--- src/hw/rtl/icpm_pkg.sv ---
// ----------------------------------------------------------------------------
// icpm_pkg
// Shared types and constants of the input capture period meter.
// ----------------------------------------------------------------------------
package icpm_pkg;

  typedef enum logic [1:0] {
    CMD_OVERFLOW = 2'd0,
    CMD_CAPTURE  = 2'd1,
    CMD_READ     = 2'd2,
    CMD_QUERY    = 2'd3
  } cmd_e;

  localparam int unsigned CfgIdxW  = 1;
  localparam int unsigned CfgDataW = 16;

  localparam logic [CfgIdxW-1:0] REG_PERIODS_TO_AVERAGE      = 1'd0;
  localparam logic [CfgIdxW-1:0] REG_LATE_OVERFLOW_THRESHOLD = 1'd1;

  localparam logic [15:0] PeriodsToAverageRst      = 16'd1;
  localparam logic [15:0] LateOverflowThresholdRst = 16'hFF00;
  localparam logic [31:0] EmptyReadData            = 32'hFFFF_FFFF;

  typedef struct packed {
    logic [31:0] read_data;
    logic [3:0]  fill_count;
    logic        read_was_empty;
    logic        period_stored;
    logic        period_dropped;
  } rsp_t;

endpackage

--- src/hw/rtl/icpm_if.sv ---
// ----------------------------------------------------------------------------
// icpm_req_if / icpm_rsp_if
// Valid/ready channels for requests and results of the period meter.
// ----------------------------------------------------------------------------
interface icpm_req_if;
  logic        valid;
  logic        ready;
  logic [1:0]  cmd;
  logic [15:0] capture_low;
  logic        overflow_pending;

  modport source (output valid, output cmd, output capture_low, output overflow_pending,
                  input ready);
  modport sink   (input valid, input cmd, input capture_low, input overflow_pending,
                  output ready);
endinterface

interface icpm_rsp_if;
  logic        valid;
  logic        ready;
  logic [31:0] read_data;
  logic [3:0]  fill_count;
  logic        read_was_empty;
  logic        period_stored;
  logic        period_dropped;

  modport source (output valid, output read_data, output fill_count,
                  output read_was_empty, output period_stored, output period_dropped,
                  input ready);
  modport sink   (input valid, input read_data, input fill_count,
                  input read_was_empty, input period_stored, input period_dropped,
                  output ready);
endinterface

--- src/hw/rtl/input_capture_period_meter_core.sv ---
// ----------------------------------------------------------------------------
// input_capture_period_meter_core
// Pipeline: an accepted request is registered in stage s1, then in the output
// register. Throughput: one request per cycle unless the output is stalled; the
// period store has one write and one read port with registered read data.
// Reset: clears counters, indices and reference, and loads the configuration
// defaults; store contents stay undefined until written, as only pushed entries are ever popped.
// ----------------------------------------------------------------------------
module input_capture_period_meter_core #(
  parameter int unsigned FIFO_SLOTS = 12
) (
  input  logic                          clk_i,
  input  logic                          rst_ni,
  input  logic                          cfg_we_i,
  input  logic [icpm_pkg::CfgIdxW-1:0]  cfg_idx_i,
  input  logic [icpm_pkg::CfgDataW-1:0] cfg_data_i,
  icpm_req_if.sink                      req_i,
  icpm_rsp_if.source                    rsp_o
);

  localparam int unsigned IdxW = (FIFO_SLOTS > 1) ? $clog2(FIFO_SLOTS) : 1;
  localparam logic [IdxW-1:0] LastSlot = IdxW'(FIFO_SLOTS - 1);
  localparam logic [IdxW:0]   Slots    = (IdxW+1)'(FIFO_SLOTS);

  logic [15:0]     pta_q, thr_q;
  logic [15:0]     upper_q, upper_d;
  logic [31:0]     ref_q, ref_d;
  logic            ref_vld_q, ref_vld_d;
  logic [15:0]     edge_q, edge_d;
  logic [IdxW-1:0] wr_idx_q, wr_idx_d, rd_idx_q, rd_idx_d;

  logic [31:0] mem [FIFO_SLOTS];
  logic [31:0] mem_rd_q;

  logic        s1_vld_q, s1_pop_q;
  icpm_pkg::rsp_t s1_q, s1_d;
  logic        s1_pop_d;
  logic        out_vld_q;
  icpm_pkg::rsp_t out_q;

  logic        accept, advance, push;
  logic [31:0] cap, period;
  logic [15:0] upper_cap, edge_inc;
  logic [IdxW-1:0] wr_next, rd_next;
  logic [IdxW:0]   entries;
  icpm_pkg::cmd_e cmd;

  assign advance     = !out_vld_q || rsp_o.ready;
  assign req_i.ready = !s1_vld_q || advance;
  assign accept      = req_i.valid && req_i.ready;
  assign cmd         = icpm_pkg::cmd_e'(req_i.cmd);

  assign wr_next = (wr_idx_q == LastSlot) ? '0 : wr_idx_q + IdxW'(1);
  assign rd_next = (rd_idx_q == LastSlot) ? '0 : rd_idx_q + IdxW'(1);

  always_comb begin
    upper_d   = upper_q;
    ref_d     = ref_q;
    ref_vld_d = ref_vld_q;
    edge_d    = edge_q;
    wr_idx_d  = wr_idx_q;
    rd_idx_d  = rd_idx_q;
    push      = 1'b0;
    s1_pop_d  = 1'b0;
    s1_d      = '0;
    upper_cap = (req_i.overflow_pending && (req_i.capture_low < thr_q)) ?
                upper_q + 16'd1 : upper_q;
    cap       = {upper_cap, req_i.capture_low};
    period    = cap - ref_q;
    edge_inc  = edge_q + 16'd1;
    case (cmd)
      icpm_pkg::CMD_OVERFLOW: begin
        upper_d = upper_q + 16'd1;
      end
      icpm_pkg::CMD_CAPTURE: begin
        upper_d = upper_cap;
        if (!ref_vld_q) begin
          ref_d     = cap;
          ref_vld_d = 1'b1;
        end else if (edge_inc == pta_q) begin
          ref_d  = cap;
          edge_d = '0;
          if (wr_next != rd_idx_q) begin
            push               = 1'b1;
            wr_idx_d           = wr_next;
            s1_d.period_stored = 1'b1;
          end else begin
            s1_d.period_dropped = 1'b1;
          end
        end else begin
          edge_d = edge_inc;
        end
      end
      icpm_pkg::CMD_READ: begin
        if (wr_idx_q == rd_idx_q) begin
          s1_d.read_data      = icpm_pkg::EmptyReadData;
          s1_d.read_was_empty = 1'b1;
        end else begin
          s1_pop_d = 1'b1;
          rd_idx_d = rd_next;
        end
      end
      default: begin
      end
    endcase
    entries = (wr_idx_d >= rd_idx_d) ?
              {1'b0, wr_idx_d} - {1'b0, rd_idx_d} :
              Slots + {1'b0, wr_idx_d} - {1'b0, rd_idx_d};
    s1_d.fill_count = 4'(entries);
  end

  always_ff @(posedge clk_i or negedge rst_ni) begin
    if (!rst_ni) begin
      pta_q     <= icpm_pkg::PeriodsToAverageRst;
      thr_q     <= icpm_pkg::LateOverflowThresholdRst;
      upper_q   <= '0;
      ref_q     <= '0;
      ref_vld_q <= 1'b0;
      edge_q    <= '0;
      wr_idx_q  <= '0;
      rd_idx_q  <= '0;
      s1_vld_q  <= 1'b0;
      out_vld_q <= 1'b0;
    end else begin
      if (cfg_we_i) begin
        case (cfg_idx_i)
          icpm_pkg::REG_PERIODS_TO_AVERAGE:      pta_q <= cfg_data_i;
          icpm_pkg::REG_LATE_OVERFLOW_THRESHOLD: thr_q <= cfg_data_i;
          default: begin
          end
        endcase
      end
      if (accept) begin
        upper_q   <= upper_d;
        ref_q     <= ref_d;
        ref_vld_q <= ref_vld_d;
        edge_q    <= edge_d;
        wr_idx_q  <= wr_idx_d;
        rd_idx_q  <= rd_idx_d;
      end
      if (accept) begin
        s1_vld_q <= 1'b1;
      end else if (advance) begin
        s1_vld_q <= 1'b0;
      end
      if (advance) begin
        out_vld_q <= s1_vld_q;
      end
    end
  end

  always_ff @(posedge clk_i) begin
    if (accept && push) begin
      mem[wr_idx_q] <= period;
    end
    if (accept) begin
      mem_rd_q <= mem[rd_idx_q];
      s1_q     <= s1_d;
      s1_pop_q <= s1_pop_d;
    end
    if (advance && s1_vld_q) begin
      out_q <= s1_q;
      if (s1_pop_q) begin
        out_q.read_data <= mem_rd_q;
      end
    end
  end

  assign rsp_o.valid          = out_vld_q;
  assign rsp_o.read_data      = out_q.read_data;
  assign rsp_o.fill_count     = out_q.fill_count;
  assign rsp_o.read_was_empty = out_q.read_was_empty;
  assign rsp_o.period_stored  = out_q.period_stored;
  assign rsp_o.period_dropped = out_q.period_dropped;

endmodule
--- src/flat_wrapper.sv ---
// flat-port wrapper written by rule: the top's interface ports become plain ports
module input_capture_period_meter_core_flat 
#(
  parameter int unsigned FIFO_SLOTS = 12
)
  (clk_i, rst_ni, cfg_we_i, cfg_idx_i, cfg_data_i, req_i_valid, req_i_cmd, req_i_capture_low, req_i_overflow_pending, req_i_ready, rsp_o_valid, rsp_o_read_data, rsp_o_fill_count, rsp_o_read_was_empty, rsp_o_period_stored, rsp_o_period_dropped, rsp_o_ready);
  icpm_req_if req_i_i ();
  icpm_rsp_if rsp_o_i ();
  input  logic clk_i;
  input  logic rst_ni;
  input  logic cfg_we_i;
  input  logic [icpm_pkg::CfgIdxW-1:0] cfg_idx_i;
  input  logic [icpm_pkg::CfgDataW-1:0] cfg_data_i;
  input wire logic [$bits(req_i_i.valid)-1:0] req_i_valid;
  input wire logic [$bits(req_i_i.cmd)-1:0] req_i_cmd;
  input wire logic [$bits(req_i_i.capture_low)-1:0] req_i_capture_low;
  input wire logic [$bits(req_i_i.overflow_pending)-1:0] req_i_overflow_pending;
  output wire logic [$bits(req_i_i.ready)-1:0] req_i_ready;
  output wire logic [$bits(rsp_o_i.valid)-1:0] rsp_o_valid;
  output wire logic [$bits(rsp_o_i.read_data)-1:0] rsp_o_read_data;
  output wire logic [$bits(rsp_o_i.fill_count)-1:0] rsp_o_fill_count;
  output wire logic [$bits(rsp_o_i.read_was_empty)-1:0] rsp_o_read_was_empty;
  output wire logic [$bits(rsp_o_i.period_stored)-1:0] rsp_o_period_stored;
  output wire logic [$bits(rsp_o_i.period_dropped)-1:0] rsp_o_period_dropped;
  input wire logic [$bits(rsp_o_i.ready)-1:0] rsp_o_ready;
  assign req_i_i.valid = req_i_valid;
  assign req_i_i.cmd = req_i_cmd;
  assign req_i_i.capture_low = req_i_capture_low;
  assign req_i_i.overflow_pending = req_i_overflow_pending;
  assign req_i_ready = req_i_i.ready;
  assign rsp_o_valid = rsp_o_i.valid;
  assign rsp_o_read_data = rsp_o_i.read_data;
  assign rsp_o_fill_count = rsp_o_i.fill_count;
  assign rsp_o_read_was_empty = rsp_o_i.read_was_empty;
  assign rsp_o_period_stored = rsp_o_i.period_stored;
  assign rsp_o_period_dropped = rsp_o_i.period_dropped;
  assign rsp_o_i.ready = rsp_o_ready;
  input_capture_period_meter_core #(.FIFO_SLOTS(FIFO_SLOTS)) u_core (.clk_i(clk_i), .rst_ni(rst_ni), .cfg_we_i(cfg_we_i), .cfg_idx_i(cfg_idx_i), .cfg_data_i(cfg_data_i), .req_i(req_i_i), .rsp_o(rsp_o_i));
endmodule
--- config.mk ---
export PLATFORM = sky130hd
export DESIGN_NAME = input_capture_period_meter_core_flat
export DESIGN_NICKNAME = d
export VERILOG_FILES = /design/src/hw/rtl/icpm_pkg.sv /design/src/hw/rtl/icpm_if.sv /design/src/hw/rtl/input_capture_period_meter_core.sv /design/src/flat_wrapper.sv
export SDC_FILE = /design/constraint.sdc
export NUM_CORES = 1
export LEC_CHECK = 0
export BUFFER_PORTS_ARGS = -buffer_cell sky130_fd_sc_hd__buf_2
export CORE_AREA = 2 2 292 294
export CTS_CLUSTER_SIZE = 14
export DETAILED_ROUTE_END_ITERATION = 6
export DIE_AREA = 0 0 294 296
export HOLD_SLACK_MARGIN = 0.15
export SYNTH_ARGS = -nofsm -noshare
export SYNTH_HDL_FRONTEND = slang
export SYNTH_SLANG_ARGS = --single-unit
--- constraint.sdc ---
create_clock -name clk_i -period 16.5 [get_ports clk_i]
set_input_delay 0.825 -clock clk_i [delete_from_list [all_inputs] [get_ports clk_i]]
set_output_delay 0.825 -clock clk_i [all_outputs]
set_load 0.005 [all_outputs]
# After elaboration in Yosys (flattened, before gate mapping)
# Memories as Yosys holds them, arrays and structs flattened. A register that Yosys moved wholly into a read port is not among the register bits.
# Index checks and enable logic that the tools add are counted.
# totals
ff_bits,186
word_cells,86
ram_bits,384
inputBits,41
n_memories,1
# mem_list
memory,depth,width,read_ports,rd_ports_with_merged_regs,wr,line_no,rtl
u_core.mem,12,32,1,1,1,input_capture_period_meter_core.sv:32,logic [31:0] mem [FIFO_SLOTS];
# op_classes
mux,27
order_cmp,2
reduce_logical,18
eq_ne,8
n_bitwise,1
addsub,8
# ops
operator,count
two-way mux 32 bit,4
two-way mux 4 bit,9
"adder 16 x 1 -> 16 bit, second input constant",2
two-way mux 16 bit,2
case mux 16 bit (2 select lines),1
subtractor 32 bit,1
equality test 16 bit,1
less-than comparator 16 bit,1
two-way mux 1 bit,11
AND reduction 3 bit,3
"adder 4 x 1 -> 4 bit, second input constant",2
"equality test 4 bit, second input constant",2
AND reduction 2 bit,4
subtractor 4 bit,2
"adder 4 bit, first input constant",1
equality test 4 bit,1
>= comparator 4 bit,1
logical AND 1 bit,4
!= test 4 bit,1
nonzero test 2 bit,2
"equality test 2 x 1 -> 1 bit, second input constant",1
"equality test 2 bit, second input constant",1
logical NOT 1 bit,2
logical NOT 2 bit,1
other kinds (3),4

# Longest topological paths before layout
# Gate-level depths: netlist of the first run.
# logic_depth
ltp_word,10
depth_mapped,22

# Least setup slack after synthesis of the first run
# No wires, ideal clock.
# synth_path
path_kind,input to register
from,input port req_i_capture_low[9]
to,memory u_core.mem[0][27] (data pin)
setup_ps,275
slack_ps,10792
stages,20
arrival_time_ps,5433
cell_sequence,ha_1 a21o_1 a2111oi_1 nor4b_1 o21ai_1 a221o_1 a211o_1 buf_2 buf_1 xnor2_1 ha_1 nand4_1 or2_2 a311oi_1 nor4_1 o31ai_1 nand2_1 nand2b_1 a41oi_1 xnor2_1
# synth_between
elab_chain_cells,4
# synth_rtl
item,line_no,rtl
start: declaration,flat_wrapper.sv:16,input wire logic [$bits(req_i_i.capture_low)-1:0] req_i_capture_low;
less-than comparator 16 bit,input_capture_period_meter_core.sv:66,upper_cap = (req_i.overflow_pending && (req_i.capture_low < thr_q)) ?
logical AND 1 bit,input_capture_period_meter_core.sv:66,
two-way mux 16 bit,input_capture_period_meter_core.sv:66,
net u_core.upper_cap[0],input_capture_period_meter_core.sv:43,"logic [15:0] upper_cap, edge_inc;"
subtractor 32 bit,input_capture_period_meter_core.sv:69,period = cap - ref_q;
net u_core.period[27],input_capture_period_meter_core.sv:42,"logic [31:0] cap, period;"
end: declaration,input_capture_period_meter_core.sv:32,
# The timed path passes the listed nets, and every way through them passes these cells.

# Final worst setup path of the first run
# layout_path
from,register u_core.thr_q[9]
to,memory u_core.mem[2][27] (data pin)
# layout_between
elab_chain_cells,4
# layout_rtl
item,line_no,rtl
start: declaration,input_capture_period_meter_core.sv:25,"logic [15:0] pta_q, thr_q;"
start signal: assignment,input_capture_period_meter_core.sv:115,thr_q <= icpm_pkg::LateOverflowThresholdRst;
start signal: assignment,input_capture_period_meter_core.sv:128,icpm_pkg::REG_LATE_OVERFLOW_THRESHOLD: thr_q <= cfg_data_i;
less-than comparator 16 bit,input_capture_period_meter_core.sv:66,
logical AND 1 bit,input_capture_period_meter_core.sv:66,
two-way mux 16 bit,input_capture_period_meter_core.sv:66,
net u_core.upper_cap[0],input_capture_period_meter_core.sv:43,
subtractor 32 bit,input_capture_period_meter_core.sv:69,
net u_core.period[27],input_capture_period_meter_core.sv:42,
# The timed path passes the listed nets, and every way through them passes these cells.

==> impl_summary.txt, run 1 <==
----------------------------------------------------
[Status]
  Run status ... finished, final reports clean

[Floorplan]
  Chip Width ... 294 µm
  Io pins ... 82
  Placement Rows ... 107
  Total Die Area ... 0.0870 mm²
  Initial core utilization ... 29.6%
  Vertical die dimension ... 296 µm
  Area of the core ... 0.0842 mm²

[Synth]
  Net count after synthesis ... 1721
  Async S/R FF share, synth ... 18.8%
  Post-Synthesis Cells ... 1617
  Flops & latches, synth ... 570
  Yosys cell types ... 77
  EDFF count, synth ... 463
  Main flop type after synthesis ... edfxtp_1
  Fraction of the yosys area taken by sequential cells ... 66.6%
  Synthesis warning total ... 0
  Post-Syn Area ... 0.0249 mm²
  Syn Area/Cell ... 15.4 µm²

[Setup path]
  Worst r2r path cells ... 19
  Critical Path Source Type ... flop
  Worst path arrival time ... 6.82 ns
  Worst setup path startpoint ... u_core.thr_q[9]
  Element type at the critical path end ... flop
  Required time of the worst setup path ... 16.83 ns
  Reg-to-reg critical path endpoint ... u_core.mem[2][27]
  Top fanout value on the critical path ... 18
  FF-to-FF setup slack ... 10.01 ns
  Worst setup path category ... reg -> reg
  Worst reg2reg path startpoint ... u_core.thr_q[9]

[Clocking]
  Buffer count from post-CTS setup fixing ... 0
  Post-cts repair resize count ... 0
  Clock-pin slew on the worst setup and hold paths ... 0.07 ns
  Clock latency reported for the late side of the worst-skew pair ... 0.63 ns
  CTS tree ... done
  Buffer cell driving the clock tree root ... clkbuf_16
  H-tree level count ... 2
  Maximum buffer depth of the clock tree ... 3
  Cts-stage hold buffer count ... 0
  Number of buffers created by CTS ... 59
  Clock sinks ... 570

[GRT]
  Overall fraction of global-route tracks in use ... 12.9%
  Global-route wire length before repair ... 86.0 mm
  Number of antenna violations at the first check in global routing ... 5
  Overflow left after global routing ... 0
  Via count of the first global-routing pass ... 14500
  Pin count of the biggest net entering global routing ... 73

[Routing]
  Iteration-0 DRC count of the detailed router ... 1220
  Routed wire per std cell ... 19.6 µm
  Aggregate routed wire length ... 56.1 mm
  Post-detailed-route via-to-cell ratio ... 4.84
  Router iterations before antenna repair ... 5
  Antenna-violating nets left ... 0
  Via Count ... 13800
  DRC errors left ... 0

[Power and ir drop]
  Switching Share ... 30.4%
  Internal cell power ... 0.00322 W
  Logic pwr share ... 25.5%
  Pwr Density ... 161 mW/mm²
  Switch Pwr ... 0.00141 W
  Clock network fraction of total power ... 30.3%
  Leak Pwr ... 10.4 nW
  Maximum vdd ir drop ... 0.0999 mV
  Sequential group share of total power ... 44.2%

[Timing]
  Max-slew headroom at the worst pin ... 11.1%
  Number of hold violations in the final report ... 0
  Setup slack after layout ... 10.01 ns
  Max-slew violation count ... 0
  Peak Freq ... 154 MHz
  Pin slew with the least headroom to its limit ... 1.32 ns
  Total negative slack for setup checks ... 0 ns
  Final critical path time including I/O delays and setup ... 6.49 ns
  RSZ-0062 raised after global routing ... false
  Final setup violation count ... 0
  Final setup skew ... 0.0235 ns
  Period utilisation layout ... 39.3%

[Place]
  Placer Congestion ... 0.845
  HPWL reported at the end of detailed placement ... 33.3 mm
  Count of port buffers added during placement ... 81
  Post-placement setup slack ... 9.74 ns

[Final layout]
  Leading cell types in the layout, fill and taps excluded ... edfxtp_1 (463), nand2_1 (172), mux4_2 (96), dfrtp_1 (95), o21ai_0 (93)
  Post-synthesis to final-layout area growth ... 15.1%
  Fillers ... 7996
  Most frequent standard cell in the layout excluding fill and tap cells ... edfxtp_1
  Area used by sequential logic in the layout ... 0.0166 mm²
  Footprint of the multi-input gates ... 0.00776 mm²
  Total Nets Final ... 1818
  Fraction of final layout cells sized beyond drive strength 1 ... 21.9%

[Min path]
  Type of the tightest min-delay check ... in -> async

[Job]
  Max-Cap Viols ... 0

----------------------------------------------------
cell type report:
type | count | area share (%)
clock inverters | 45 | 1.89
repair buffers | 108 | 2.13
diodes | 2 | 0.0175
multi-input cells | 900 | 27.1
well taps | 1090 | 4.76
clock buffers | 67 | 5.29
flip-flops and latches | 570 | 57.9
inverters | 75 | 0.982
state kept, by name (all words and copies together), names as in the netlist:
signal,cells
u_core.wr_idx_q,4
u_core.s1_q,7
u_core.s1_vld_q,1
u_core.upper_q,16
u_core.s1_pop_q,1
u_core.rsp_o.period_dropped,1
u_core.rsp_o.period_stored,1
u_core.rsp_o.valid,1
u_core.pta_q,16
u_core.rd_idx_q,4
u_core.thr_q,16
u_core.mem_rd_q,32
u_core.mem,384
u_core.ref_q,32
u_core.edge_q,16
u_core.rsp_o.fill_count,4
u_core.rsp_o.read_data,32
u_core.rsp_o.read_was_empty,1
u_core.ref_vld_q,1
power by group through the flow:
stage	Clock (W)	Combinational [W]	Sequential, W
6_report	0.00140	0.00118	0.00205
2_1_floorplan	0	0.000832	0.00202
4_1_cts	0.00143	0.00119	0.00205
5_1_grt	0.00149	0.00131	0.00206
3_5_place_dp	0	0.00119	0.00208
3_3_place_gp	0	0.00115	0.00208
per-layer routing:
| layer | wire length [µm] | vias to the layer above | global-route usage [%] |
|---|---|---|---|
| met5 | 39 | - | 0 |
| met4 | 1190 | 6 | 3.51 |
| met3 | 3250 | 76 | 2.23 |
| met2 | 26700 | 356 | 21.3 |
| met1 | 24900 | 7101 | 17.7 |
| li1 | - | 6301 | - |
through the flow:
| step | utilization [%] | cells | hold slack, ns | area (µm²) | total power, W |
|---|---|---|---|---|---|
| 2_1_floorplan | - | 1617 | 0.400 | 24900 | 0.00285 |
| 3_3_place_gp | 31.6 | 2743 | 0.408 | 26600 | 0.00322 |
| 3_5_place_dp | 31.6 | 2743 | 0.406 | 26600 | 0.00327 |
| 4_1_cts | 34.1 | 2855 | 0.153 | 28700 | 0.00468 |
| 5_1_grt | 34.1 | 2855 | 0.178 | 28700 | 0.00486 |
| 6_report | 34.1 | 2857 | 0.163 | 28700 | 0.00463 |
cells in the mapped netlist, types with 3 or more instances:
cell,number,area (µm²)
dfrtp_1,98,2450
and2_1,7,43.8
mux2i_1,38,380
o2111ai_1,3,26.3
and4_1,4,35.0
nand2b_1,14,87.6
nand2_1,172,646
nor2_1,51,191
a211oi_1,4,30.0
o21a_1,9,67.6
nand4_1,11,68.8
mux4_2,96,2160
mux2_1,5,56.3
inv_1,75,282
ha_1,59,738
or2_2,4,25.0
o21ai_0,93,465
buf_1,13,48.8
nand3_1,15,75.1
nand3b_1,3,22.5
mux2_4,9,135
a31oi_1,5,31.3
nor2b_1,12,75.1
or3_1,5,31.3
and3_1,12,75.1
nor3_1,14,70.1
o211ai_1,7,52.6
xor2_1,44,385
nor4_1,5,31.3
buf_2,9,45.0
xnor2_1,45,394
a21oi_1,44,220
mux2_2,35,394
dfstp_2,9,236
o21bai_1,5,37.5
edfxtp_1,463,13900
a21o_1,15,113
fa_1,4,80.1
clkbuf_1,46,173
o31ai_1,8,60.1
worst max-delay path by stage:
stage / to / slack (ns) / depth (start not counted)
6_report: u_core.mem[2][27] / 10.01 / 19
5_1_grt: u_core.mem[4][27] / 9.47 / 19
4_1_cts: u_core.mem[11][31] / 10.12 / 18
3_5_place_dp: u_core.mem[0][31] / 9.74 / 18
3_3_place_gp: u_core.mem[8][27] / 9.90 / 19
2_1_floorplan: u_core.mem[0][27] / 10.79 / 20
logic make-up after synthesis:
family / Yosys count / synth area share, %
flops: 570 / 66.6
simple gates: 344 / 6.54
compound gates: 220 / 5.45
mux: 183 / 12.6
buf+inv: 147 / 2.35
xor+xnor: 90 / 3.22
fa+ha+maj: 63 / 3.28
worst max-delay path, cell delays in order, from the launching register on:
cell and delay (ns):
dfstp_2 0.53, inv_1 0.04, ha_1 0.29, a21o_1 0.17, a2111oi_1 0.47, nor4b_1 0.26, o21ai_1 0.11, a221o_1 0.31
a211o_1 0.56, xnor2_1 0.25, ha_1 0.40, nand4_1 0.23, or2_2 0.36, a311oi_1 0.35, nor4_1 0.15, o31ai_1 0.62
nand2_1 0.16, nand2b_1 0.12, a41oi_1 0.15, xnor2_1 0.65
No activity file was read; power rests on OpenSTA's default activity.
==> run 2, diff against run 1 <==
Clock period 16.5 ns to 5.8 ns, I/O delays scaled along.
==> impl_summary.txt, run 2 (synthesized netlist as in run 1, its figures left out) <==
----------------------------------------------------
[Job]
  Max-Cap Viols ... 0 (unchanged)

[Floorplan]
  Placement Rows ... 107 (unchanged)
  Chip Width ... 294 µm (unchanged)
  Total Die Area ... 0.0870 mm² (unchanged)
  Vertical die dimension ... 296 µm (unchanged)
  Initial core utilization ... 29.6% (unchanged)
  Io pins ... 82 (unchanged)
  Area of the core ... 0.0842 mm² (unchanged)

[Setup path]
  Critical Path Source Type ... flop
  Element type at the critical path end ... flop
  Critical-path top delay cell ... dfstp_2
  Number of buffer and inverter instances along the worst setup path ... 3 (+2)
  Worst setup path category ... reg -> reg
  Crit-path leading delay family ... compound AO/OA/AOI/OAI gates
  Worst path arrival time ... 5.95 ns (-0.87 ns)
  Crit path cell chain ... inv_1, ha_1, a21o_1, a2111oi_2, nor4b_2, o21ai_1, a221o_1, a211o_1, buf_4, nor2_1, xor2_1, ha_1, a21o_1, a31oi_1, o21ai_0, o21ai_1, o21ai_0, o41ai_1, xnor2_2, buf_4
  Top fanout value on the critical path ... 14 (-4)
  Slowest Stage Delay on Critical Path ... 0.53 ns (-0.12 ns)
  FF-to-FF setup slack ... 0.24 ns (-9.77 ns)
  Required time of the worst setup path ... 6.19 ns (-10.64 ns)

[Timing]
  RSZ-0062 raised after global routing ... true
  Final critical path time including I/O delays and setup ... 5.56 ns (-0.932 ns)
  Pin slew with the least headroom to its limit ... 1.36 ns (+0.0334 ns)
  Max-slew headroom at the worst pin ... 8.90% (-2.2 points)
  Period utilisation layout ... 95.8% (+57 points)
  Total negative slack for setup checks ... 0 ns (unchanged)
  Number of hold violations in the final report ... 0 (unchanged)
  Max-slew violation count ... 0 (unchanged)
  Minimum hold slack ... 0.179 ns (+0.0163 ns)
  Final setup skew ... 0.0421 ns (+0.0186 ns)
  Peak Freq ... 180 MHz (+17%)
  Final setup violation count ... 0 (unchanged)

[GRT]
  Via count of the first global-routing pass ... 14400 (-0.43%)
  Overall fraction of global-route tracks in use ... 12.9% (-0.065 points)
  Pin count of the biggest net entering global routing ... 72 (-1.4%)
  Overflow left after global routing ... 0 (unchanged)
  Number of antenna violations at the first check in global routing ... 3 (-2)
  Global-route wire length before repair ... 86.2 mm (+0.23%)

[Clocking]
  Buffer cell driving the clock tree root ... clkbuf_16
  H-tree level count ... 2 (unchanged)
  Maximum buffer depth of the clock tree ... 3 (unchanged)
  CTS tree ... done
  Clock sinks ... 570 (unchanged)
  Clock latency reported for the late side of the worst-skew pair ... 0.65 ns (+0.02 ns)
  Clock-pin slew on the worst setup and hold paths ... 0.06 ns (about the same)
  Number of buffers created by CTS ... 61 (+3.4%)

[Power and ir drop]
  Switch Pwr ... 0.00405 W (+190%)
  Logic pwr share ... 27.0% (+1.5 points)
  Sequential group share of total power ... 44.0% (-0.2 points)
  Pwr Density ... 452 mW/mm² (+180%)
  Clock network fraction of total power ... 29.0% (-1.3 points)
  Leak Pwr ... 10.6 nW (+2.0%)
  Internal cell power ... 0.00914 W (+180%)
  Switching Share ... 30.7% (+0.25 points)
  Maximum vdd ir drop ... 0.248 mV (+150%)
  Overall Power ... 0.0132 W (+190%)

[Routing]
  Antenna-violating nets left ... 0 (unchanged)
  Post-detailed-route via-to-cell ratio ... 4.79 (-1.1%)
  DRC errors left ... 0 (unchanged)
  Via Count ... 13900 (+0.63%)
  Router iterations before antenna repair ... 5 (unchanged)
  Routed wire per std cell ... 19.2 µm (-2.3%)
  Aggregate routed wire length ... 55.7 mm (-0.61%)
  Iteration-0 DRC count of the detailed router ... 972 (-20%)

[Final layout]
  Most frequent standard cell in the layout excluding fill and tap cells ... edfxtp_1
  Post-synthesis to final-layout area growth ... 17.0%
  Non-Filler Instances ... 2907 (+1.8%)
  Leading cell types in the layout, fill and taps excluded ... edfxtp_1 (463), nand2_1 (172), mux4_2 (96), dfrtp_1 (95), o21ai_0 (92)
  Largest register by flop count ... u_core.mem
  Fraction of final layout cells sized beyond drive strength 1 ... 22.4% (+0.49 points)
  Flip-flop count of the largest register after layout ... 384 (unchanged)
  End-of-flow core utilization ... 34.6% (+0.56 points)
  Total Nets Final ... 1868 (+2.8%)

[Status]
  Run status ... finished, final reports clean

[Place]
  Placed insts ... 2751 (+0.29%)
  HPWL reported at the end of detailed placement ... 33.9 mm (+1.6%)
  Placer Congestion ... 0.813 (-3.8%)
  Count of port buffers added during placement ... 81 (unchanged)

[Min path]
  Type of the tightest min-delay check ... in -> reg

----------------------------------------------------
==> run 2: cell types whose count changed in the layout (fill, tap and decap cells not counted), sizes merged <==
cell,change
buf,+11
bufinv,-5
clkbuf,+14
clkinv,-4
diode,-1
dlygate4sd3,+37
inv,-2
==> run 2: final timing paths <==
kind	to	startpoint	cells past startpoint
setup / recovery	u_core.mem[9][28]	u_core.thr_q[9]	20
max in group asynchronous	u_core.ref_q[31]	rst_ni	3
min in group asynchronous	u_core.pta_q[9]	rst_ni	2
hold reg to reg	u_core.rsp_o.period_stored	u_core.s1_q[1]	0
setup reg to reg	u_core.mem[9][28]	u_core.thr_q[9]	20
hold / removal	u_core.s1_q[37]	req_i_cmd[1]	2
==> run 2: layer usage <==
metal	global-route usage (%)	vias up	wire (µm)
li1	-	6390	-
met1	17.9	7151	26200
met2	20.9	308	25900
met3	2.39	76	2520
met4	2.97	2	1090
met5	0	-	13
==> run 2: through the flow <==
| step | setup slack, ns | cell area [µm²] |
|---|---|---|
| 6_report | 0.241 | 29100 |
| 5_1_grt | -0.0618 | 29100 |
| 4_1_cts | 0.00632 | 29100 |
| 3_5_place_dp | -0.310 | 26700 |
| 3_3_place_gp | 0.0486 | 26700 |
| 2_1_floorplan | 0.394 | 24900 |
==> run 2: layout make-up <==
class / count / area [µm²]
clock inverters: 34 / 359
repair buffers: 156 / 1060
flip-flops and latches: 570 / 16600
fillers: 7996 / 55100
well taps: 1090 / 1360
clock buffers: 81 / 1620
multi-input cells: 900 / 7860
inverters: 75 / 282
diodes: 1 / 2.50
==> run 2: timing repair <==
item | in CTS | in global routing
hold buffers | 37 | 0
hold endpoints to repair | 103 | 0
gates resized for setup | 6 | 10
pin swaps | 0 | 3
endpoints found under the setup margin | 60 | 108
buffers inserted | 0 | 3
==> run 2: power groups by stage <==
stage | Clock [W] | Sequential (W) | Combinational, W
after CTS | 0.00394 | 0.00581 | 0.00355
final | 0.00383 | 0.00580 | 0.00355
after detailed placement | 0 | 0.00590 | 0.00350
after floorplan | 0 | 0.00575 | 0.00237
after global routing | 0.00410 | 0.00584 | 0.00393
after global placement | 0 | 0.00589 | 0.00340
